==> src/sv/qtl_pkg.sv <==
`default_nettype none
package qtl_pkg;

  localparam int LENGTH_BITS  = 8;
  localparam int PREFIX_DEPTH = 6;
  localparam int PFX_IDX_BITS = $clog2(PREFIX_DEPTH);
  localparam int KW_COUNT     = 10;

  typedef logic [LENGTH_BITS-1:0] word_len_t;
  typedef logic [PREFIX_DEPTH-1:0][7:0] prefix_t;

  localparam word_len_t LEN_MAX = {LENGTH_BITS{1'b1}};

  typedef enum logic [4:0] {
    CLS_END    = 5'd0,
    CLS_SELECT = 5'd1,
    CLS_FROM   = 5'd2,
    CLS_WHERE  = 5'd3,
    CLS_AS     = 5'd4,
    CLS_LIKE   = 5'd5,
    CLS_AND    = 5'd6,
    CLS_OR     = 5'd7,
    CLS_IN     = 5'd8,
    CLS_NIL    = 5'd9,
    CLS_IS     = 5'd10,
    CLS_IDENT  = 5'd11,
    CLS_LPAREN = 5'd12,
    CLS_RPAREN = 5'd13,
    CLS_STAR   = 5'd14,
    CLS_PLUS   = 5'd15,
    CLS_MINUS  = 5'd16,
    CLS_SLASH  = 5'd17,
    CLS_SEMI   = 5'd18,
    CLS_COMMA  = 5'd19,
    CLS_UNDEF  = 5'd20
  } tok_class_t;

  typedef struct packed {
    logic [4:0] cls;
    logic [7:0] len;
    logic       last;
  } tok_t;

  typedef struct packed {
    logic [1:0] count;      // tokens produced by this request, 0..2
    logic       word_byte;  // byte extends or opens a word
    tok_t       first;
    tok_t       second;
  } lex_out_t;

  // Keyword text, first character in the lowest byte (strings written reversed),
  // unused bytes zero to match the cleared prefix.
  function automatic prefix_t kw_text(input int idx);
    prefix_t t;
    case (idx)
      0:       t = prefix_t'(48'("tceles"));
      1:       t = prefix_t'(48'("morf"));
      2:       t = prefix_t'(48'("erehw"));
      3:       t = prefix_t'(48'("sa"));
      4:       t = prefix_t'(48'("ekil"));
      5:       t = prefix_t'(48'("dna"));
      6:       t = prefix_t'(48'("ro"));
      7:       t = prefix_t'(48'("NI"));
      8:       t = prefix_t'(48'("LIN"));
      9:       t = prefix_t'(48'("SI"));
      default: t = '0;
    endcase
    return t;
  endfunction

  function automatic word_len_t kw_len(input int idx);
    int l;
    case (idx)
      0:       l = 6;
      1:       l = 4;
      2:       l = 5;
      4:       l = 4;
      5:       l = 3;
      8:       l = 3;
      default: l = 2;
    endcase
    return word_len_t'(l);
  endfunction

  function automatic logic [7:0] clip_len(input word_len_t l);
    int v;
    v = int'(l);
    if (v > 255) v = 255;
    return 8'(v);
  endfunction

endpackage
`default_nettype wire

==> src/sv/qtl_classify.sv <==
`default_nettype none
module qtl_classify (
  input  wire logic                  char_byte_is_eoi,
  input  wire logic [7:0]            char_byte,
  input  wire logic                  word_open,
  input  wire qtl_pkg::word_len_t    word_length,
  input  wire qtl_pkg::prefix_t      word_prefix,
  output qtl_pkg::lex_out_t          lex
);

  logic       is_word;
  logic       is_skip;
  logic [4:0] word_cls;
  logic [4:0] byte_cls;
  logic       byte_tok;
  qtl_pkg::tok_t word_tok;
  qtl_pkg::tok_t byte_t;

  always_comb begin
    is_word = !char_byte_is_eoi &&
              (char_byte inside {[8'h61:8'h7A], [8'h41:8'h5A], [8'h30:8'h39], "_", "."});
    is_skip = char_byte inside {8'h20, 8'h08, 8'h0A, 8'h0D};
  end

  // parallel keyword compare; bytes past the length are zero in both
  always_comb begin
    word_cls = qtl_pkg::CLS_IDENT;
    for (int i = qtl_pkg::KW_COUNT - 1; i >= 0; i--) begin
      if (word_length == qtl_pkg::kw_len(i) && word_prefix == qtl_pkg::kw_text(i)) begin
        word_cls = 5'(i + 1);
      end
    end
  end

  always_comb begin
    case (char_byte)
      "(":     byte_cls = qtl_pkg::CLS_LPAREN;
      ")":     byte_cls = qtl_pkg::CLS_RPAREN;
      "*":     byte_cls = qtl_pkg::CLS_STAR;
      "+":     byte_cls = qtl_pkg::CLS_PLUS;
      "-":     byte_cls = qtl_pkg::CLS_MINUS;
      "/":     byte_cls = qtl_pkg::CLS_SLASH;
      ";":     byte_cls = qtl_pkg::CLS_SEMI;
      ",":     byte_cls = qtl_pkg::CLS_COMMA;
      default: byte_cls = qtl_pkg::CLS_UNDEF;
    endcase
  end

  always_comb begin
    word_tok.cls  = word_cls;
    word_tok.len  = qtl_pkg::clip_len(word_length);
    word_tok.last = 1'b0;

    byte_tok = char_byte_is_eoi || (!is_word && !is_skip);
    if (char_byte_is_eoi) begin
      byte_t.cls = qtl_pkg::CLS_END;
      byte_t.len = 8'd0;
    end else begin
      byte_t.cls = byte_cls;
      byte_t.len = 8'd1;
    end
    byte_t.last = 1'b1;

    lex.word_byte = is_word;
    lex.first     = byte_t;
    lex.second    = byte_t;
    lex.count     = 2'd0;
    if (!is_word) begin
      if (word_open) begin
        lex.first = word_tok;
        if (byte_tok) begin
          lex.count = 2'd2;
        end else begin
          lex.first.last = 1'b1;
          lex.count      = 2'd1;
        end
      end else if (byte_tok) begin
        lex.count = 2'd1;
      end
    end
  end

endmodule
`default_nettype wire

==> src/sv/query_token_lexer.sv <==
`default_nettype none
// Channel  Direction  Handshake            Payload
// input    in         in_valid/in_ready    char_byte, end_of_input
// output   out        out_valid/out_ready  token_class, token_length, last_of_run
//
// One request is taken per cycle while in_ready is high; classification and keyword
// compare finish in the accept cycle and the tokens land in a 4-entry output queue,
// the first one visible the cycle after accept if the queue was empty. A request
// yields 0, 1 or 2 tokens; the output drains one token per cycle while out_ready
// is high, so the single output port sets the long-run rate when most requests give two.
// in_ready is high while the queue has room for two tokens.
// Synchronous reset empties the queue and closes any open word.
module query_token_lexer (
  input  wire logic       clk,
  input  wire logic       rst,
  input  wire logic       in_valid,
  output logic            in_ready,
  input  wire logic [7:0] char_byte,
  input  wire logic       end_of_input,
  output logic            out_valid,
  input  wire logic       out_ready,
  output logic [4:0]      token_class,
  output logic [7:0]      token_length,
  output logic            last_of_run
);

  logic                word_open;
  qtl_pkg::word_len_t  word_length;
  qtl_pkg::prefix_t    word_prefix;
  qtl_pkg::lex_out_t   lex;

  qtl_pkg::tok_t queue [4];
  logic [1:0] wr_ptr;
  logic [1:0] rd_ptr;
  logic [2:0] count;
  logic       in_acc;
  logic       out_acc;
  logic [1:0] push_n;

  qtl_classify u_classify (
    .char_byte_is_eoi (end_of_input),
    .char_byte        (char_byte),
    .word_open        (word_open),
    .word_length      (word_length),
    .word_prefix      (word_prefix),
    .lex              (lex)
  );

  assign in_ready  = (count <= 3'd2);
  assign in_acc    = in_valid && in_ready;
  assign out_valid = (count != 3'd0);
  assign out_acc   = out_valid && out_ready;
  assign push_n    = in_acc ? lex.count : 2'd0;

  assign token_class  = queue[rd_ptr].cls;
  assign token_length = queue[rd_ptr].len;
  assign last_of_run  = queue[rd_ptr].last;

  always_ff @(posedge clk) begin
    if (rst) begin
      word_open   <= 1'b0;
      word_length <= '0;
      word_prefix <= '0;
    end else if (in_acc) begin
      if (lex.word_byte) begin
        if (!word_open) begin
          word_open   <= 1'b1;
          word_length <= qtl_pkg::word_len_t'(1);
          word_prefix <= {{((qtl_pkg::PREFIX_DEPTH - 1) * 8){1'b0}}, char_byte};
        end else begin
          if (word_length < qtl_pkg::word_len_t'(qtl_pkg::PREFIX_DEPTH)) begin
            word_prefix[word_length[qtl_pkg::PFX_IDX_BITS-1:0]] <= char_byte;
          end
          if (word_length != qtl_pkg::LEN_MAX) begin
            word_length <= word_length + qtl_pkg::word_len_t'(1);
          end
        end
      end else begin
        word_open   <= 1'b0;
        word_length <= '0;
      end
    end
  end

  always_ff @(posedge clk) begin
    if (push_n != 2'd0) begin
      queue[wr_ptr] <= lex.first;
    end
    if (push_n == 2'd2) begin
      queue[wr_ptr + 2'd1] <= lex.second;
    end
  end

  always_ff @(posedge clk) begin
    if (rst) begin
      wr_ptr <= '0;
      rd_ptr <= '0;
      count  <= '0;
    end else begin
      wr_ptr <= wr_ptr + push_n;
      if (out_acc) begin
        rd_ptr <= rd_ptr + 2'd1;
      end
      count <= count + 3'(push_n) - 3'(out_acc);
    end
  end

endmodule
`default_nettype wire

==> config.mk <==
export PLATFORM = sky130hd
export DESIGN_NAME = query_token_lexer
export DESIGN_NICKNAME = d
export VERILOG_FILES = /design/src/sv/qtl_pkg.sv /design/src/sv/qtl_classify.sv /design/src/sv/query_token_lexer.sv
export SDC_FILE = /design/constraint.sdc
export NUM_CORES = 1
export LEC_CHECK = 0
export ABC_AREA = 1
export BUFFER_PORTS_ARGS = -buffer_cell sky130_fd_sc_hd__buf_2
export CAP_MARGIN = 30
export CORE_AREA = 4 4 146 92
export CTS_BUF_LIST = sky130_fd_sc_hd__clkbuf_2
export DETAILED_ROUTE_END_ITERATION = 7
export DIE_AREA = 0 0 150 96
export HOLD_SLACK_MARGIN = 0.12
export PLACE_DENSITY_LB_ADDON = 0.2
export SETUP_SLACK_MARGIN = 0.2
export SLEW_MARGIN = 10
export SYNTH_ARGS = -nofsm -noshare
export SYNTH_HDL_FRONTEND = slang
export SYNTH_SLANG_ARGS = --single-unit
==> constraint.sdc <==
create_clock -name clk -period 7 [get_ports clk]
set_input_delay 0 -clock clk [delete_from_list [all_inputs] [get_ports clk]]
set_output_delay 0 -clock clk [all_outputs]
set_load 0.02 [all_outputs]
==> out/qor.yml, run 1 <==
cts_max_level: 4
drc_errors: 0
final_nets: 1095
grt_max_degree: 56
antenna_left: 0
drive_gt1_share_pct: 8.57
grt_pass1_vias: 6138
p_total_mw: 1.94
async_flop_share_pct: 0
die_x_um: 150
crit_path_start_kind: "input pin"
syn_to_final_growth_pct: 7.76
max_slew_margin_pct: 39.9
antenna_found_initial: 0
overflow: 0
numCtsBuffers: 17
tritoncts: "built"
yosysWarnings: 0
insertion_delay_ns: 0.69
clock_skew_ns: 0.0291
fin_crit_ns: 3.01
finalSetupTns_ns: 0
ios: 29
place.gp.congestion: 1.01
fin_area_um2: 7570
rsz0062_at_grt: "false"
setup_ws_ns: 3.99
yosysMostFrequentCell: "nand2_1"
synth-main-ff-cell: "dfxtp_1"
viasPerCell: 5.66
crit_path_end_kind: "flop"
synth_area_leaders: "dfxtp_1 (28%), nand2_1 (15%), edfxtp_1 (10%), nor2_1 (8.7%), nand3_1 (6.3%)"
cp.arrival_ns: 3.63
dp.cells: 1203
synth_cell_types: 40
hold_viol: 0
worstPathMaxFanout: 7
clkTransAtPathRegs_ns: 0.19
initial_core_util_pct: 58.8
drv_cap: 0
critPathKind: "input pin to flop"
postSynthCellCount: 1049
power_density_nw_per_um2: 256
dpl_cell_area_um2: 7160
ctsResizeCount: 0
firstDrtPassIters: 6
syn_area_per_cell_um2: 6.70
hpwl_mm: 13.9
clock.fmax_ghz: 0.332
track_usage_pct: 28.1
synth_top_area_share_pct: 27.9
die_area_um2: 14400
status: "finished clean"
coreArea_um2: 11900
diodes: 0
numPortBuffers: 28
finalCritPeriodShare_pct: 43.1
syn_area_um2: 7030
ys_seq_area_share_pct: 38.2
clk_root_buffer_cell: "clkbuf_2"
pre_cts_ws_ns: 3.88
setup_viol: 0
syn_nets: 1072
cts_buffer_depth: 2
die_h_um: 96
critPathRequiredTime_ns: 7.61
grt_first_pass_wirelength_mm: 31.8
routedWlPerCell_um: 15.5
synth_top_area_cell: "dfxtp_1"
tightest_slew_ns: 0.894
synth_edf_count: 24
final_cells: 1250
synth-seq-cells: 122
total_leakage_power_nw: 3.31
hp-class: "input pin to flop"
slew_viol_final: 0
yosys-top-cells-count: "nand2_1 (278), nor2_1 (162), inv_1 (105), dfxtp_1 (98), nand3_1 (89)"
dr_total_vias: 7077
wirelength_mm: 19.3
rows: 31
irDropWorstVdd_v: 0.000173
first_iter_violations: 769
cts_sinks: 122
logic make-up (layout without fill, tap and decap cells):
| logic type | Yosys count | count (layout) | synth area share, % |
|---|---|---|---|
| DFF | 122 | 122 | 38.2 |
| xor gates and xnor gates | 6 | 6 | 0.748 |
| adders and majority gates | 10 | 10 | 1.89 |
| and+or+nand+nor | 623 | 623 | 38.6 |
| AOI/OAI and AO/OA | 131 | 131 | 10.9 |
| buffers and inverters | 157 | 193 | 9.69 |
metal layers:
layer	global-route usage, %	wire [um]	vias up
met4	6.39	174	0
li1	-	-	3492
met3	6.87	2160	20
met2	36.9	7200	373
met5	0	0	-
met1	45.0	9780	3192
registers in the layout, summed over array words and instances, names as in the netlist, named ones only:
register / flops
word_prefix: 48
wr_ptr: 2
rd_ptr: 2
word_open: 1
queue: 56
word_length: 8
count: 3
through the flow:
step / hold slack (ns) / util, %
finish: 0.191 / 63.4
global route: 0.137 / 63.4
CTS: 0.143 / 63.4
detailed placement: 0.324 / 60.0
global placement: 0.298 / 59.9
floorplan: 0.135 / -
worst paths after layout:
path                            depth (start not counted)         endpoint  slack (ns)            start
worst max-delay path                                   19         count[2]        3.99     char_byte[6]
worst min-delay path                                    4   word_prefix[3]        0.19     char_byte[3]
worst min register to register                          2  word_prefix[39]        0.46  word_prefix[39]
worst max register to register                          7     queue[0][10]        4.27         count[0]
critical path: stages:
cell and delay [ns]:
dlygate4sd3_1 0.53, buf_2 0.17, nor2_2 0.17, nand3_2 0.13, nor2_1 0.15, nand3_1 0.12
nand2_2 0.12, o21ai_0 0.14, ha_1 0.53, inv_1 0.07, nor2_1 0.13, nand2_2 0.08
ha_1 0.28, inv_1 0.04, ha_1 0.18, fa_1 0.37, xor2_1 0.18, o21ai_0 0.10
a21oi_1 0.15
what timing repair did:
action,in CTS,in global routing
hold buffers,15,0
buffers inserted,0,0
hold endpoints to repair,86,0
placed cells by master (no fill, tap or decap), drive strengths merged, types with 9 or more instances in the layout:
master         n
o21ai         52
inv          113
nand4         56
nor3          16
o22ai         14
buf           36
dlygate4sd3   15
ha             9
a21oi         52
clkbuf        18
nand3         91
dfxtp         98
nand2        285
edfxtp        24
nor2         169
area by class of cell:
type / instances / area [um^2]
Fill cell: 1160 / 4370
Timing Repair Buffer: 51 / 348
Inverter: 110 / 413
Clock buffer: 18 / 90.1
Tap cell: 165 / 206
Multi-Input combinational cell: 770 / 3660
Clock inverter: 14 / 169
Sequential cell: 122 / 2680
power by group:
part,internal [mW],switching (mW)
Sequential,0.787,0.0426
Clock,0.204,0.294
Combinational,0.181,0.432
Total,1.17,0.769
Power figures use the tool's default switching activity.
==> inputs of run 2 (changes only) <==
==> constraint.sdc (replaced) <==
create_clock -name clk -period 2.81 [get_ports clk]
set_input_delay 0 -clock clk [delete_from_list [all_inputs] [get_ports clk]]
set_output_delay 0 -clock clk [all_outputs]
set_load 0.02 [all_outputs]
==> out/qor.yml, run 2 (same netlist as run 1, synthesis figures left out) <==
worst-r2r-setup-slack_ns: 0.41
hp-class: "input pin to flop"
cp_num_buf_inv: 4
fin_area_um2: 7890
crit_path_start_kind: "input pin"
dr_wl_met2_mm: 7.76
coreArea_um2: 11900
worstPathMaxFanout: 5
tightest_slew_ns: 0.659
grt_pass1_vias: 6339
overflow: 0
firstDrtPassIters: 6
critPathKind: "input pin to flop"
grt_max_degree: 34
drive_gt1_share_pct: 11.4
tritoncts: "built"
grt_first_pass_wirelength_mm: 32.8
crit_path_end_kind: "flop"
final_nets: 1127
syn_to_final_growth_pct: 12.3
path_common_cell: "nand2_1"
numPortBuffers: 28
wirelength_mm: 20.0
maxUsedRoutingLayer: "met4"
hold_viol: 0
clock_skew_ns: 0.0472
n_fill_cell: 1090
viasPerCell: 5.63
antenna_left: 0
multi_input_area_um2: 3700
die_h_um: 96
critPathRequiredTime_ns: 3.39
place.gp.congestion: 0.987
routedWlPerCell_um: 15.6
cp_slowest_stage_delay_ns: 0.57
max_slew_margin_pct: 55.8
cts_buffer_depth: 2
reg_top3: "queue: 56 flops, word_prefix: 48 flops, word_length: 8 flops"
clock.fmax_ghz: 0.397
drc_errors: 0
seqCellArea_um2: 2680
drv_cap: 0
layout.cells.most_common: "nand2_1"
cts_max_level: 4
cts_sinks: 122
die_x_um: 150
irDropWorstVdd_v: 0.000442
antenna_found_initial: 0
rsz0062_at_grt: "true"
total_leakage_power_nw: 3.48
first_iter_violations: 854
met1Wirelength_mm: 9.88
slowest_stage: "dlygate4sd3_1"
clkTransAtPathRegs_ns: 0.19
status: "finished clean"
fin_crit_ns: 2.52
diodes: 0
dr_wl_met3_mm: 2.23
cp_top_family: "adder cells"
numCtsBuffers: 17
cp.arrival_ns: 3.10
final_cell_mix: "nand2_1 (275), nor2_1 (160), inv_1 (104)"
insertion_delay_ns: 0.72
setup_viol: 0
finalSetupTns_ns: 0
fin_hold_ws_ns: 0.174
dpl_cell_area_um2: 7340
track_usage_pct: 28.9
finalCritPeriodShare_pct: 89.7
initial_core_util_pct: 58.8
rows: 31
power_density_nw_per_um2: 614
dr_total_vias: 7221
largest_register: "queue"
clk_root_buffer_cell: "clkbuf_2"
largest_register_ff_count: 56
ios: 29
slew_viol_final: 0
worstPathCellList: "dlygate4sd3_1 > buf_6 > nor2_2 > nand2_1 > nand2_1 > nand2_1 > nand2_1 > nor2_1 > nand2_2 > nand2_2 > o21ai_1 > ha_1 > inv_1 > nor2_2 > nand2_2 > ha_1 > inv_1 > ha_2 > fa_2 > xor2_2 > o21ai_1 > a21oi_1"
hpwl_mm: 14.3
die_area_um2: 14400
[run 2: repair_timing]
action | in CTS | in global routing
endpoints found under the setup margin | 0 | 12
buffers inserted | 0 | 2
hold endpoints to repair | 85 | 1
gates resized for setup | 0 | 18
hold buffers | 22 | 1
[run 2: layer usage]
metal	vias to the layer above	global-route usage, %
met1	3257	46.2
met2	378	39.1
met4	0	4.87
met5	-	0
li1	3562	-
met3	24	6.87
[run 2: path summary, 6_finish.rpt]
check | depth (start not counted) | to | start
max | 22 | count[2] | char_byte[0]
min | 6 | queue[0][13] | char_byte[7]
max reg2reg | 7 | word_prefix[5] | word_open
min reg2reg | 2 | word_prefix[39] | word_prefix[39]
[run 2: power breakdown]
| part | leakage [nW] | switching [mW] | internal (mW) |
|---|---|---|---|
| registers | 1.01 | 0.113 | 1.96 |
| logic | 2.32 | 1.07 | 0.515 |
| clock network | 0.149 | 0.757 | 0.428 |
| total | 3.48 | 1.94 | 2.90 |
[run 2: stage by stage]
stage / worst slack (ns) / total power [mW] / util, % / cells
2_1_floorplan: 0.218 / 3.16 / - / 1049
3_3_place_gp: 0.109 / 3.59 / 61.5 / 1225
3_5_place_dp: 0.000714 / 3.61 / 61.5 / 1225
4_1_cts: 0.206 / 4.79 / 65.4 / 1279
5_1_grt: 0.121 / 5.14 / 66.1 / 1282
6_report: 0.290 / 4.85 / 66.1 / 1282
[run 2: cell type report]
cell class                 count  share of cell area (%)
sequential                   122                    34.0
inverter                     110                    5.28
clock buffer                  17                    1.08
clock inverter                15                    2.11
multi-input combinational    770                    46.8
timing repair buffer          83                    8.10
tap                          165                    2.62
[run 2: tightest hold or removal path, stage by stage]
cell and delay (ns):
buf_2 0.10, nor2_2 0.05, nand3_2 0.06, buf_4 0.11, o21ai_0 0.22, o21ai_0 0.22
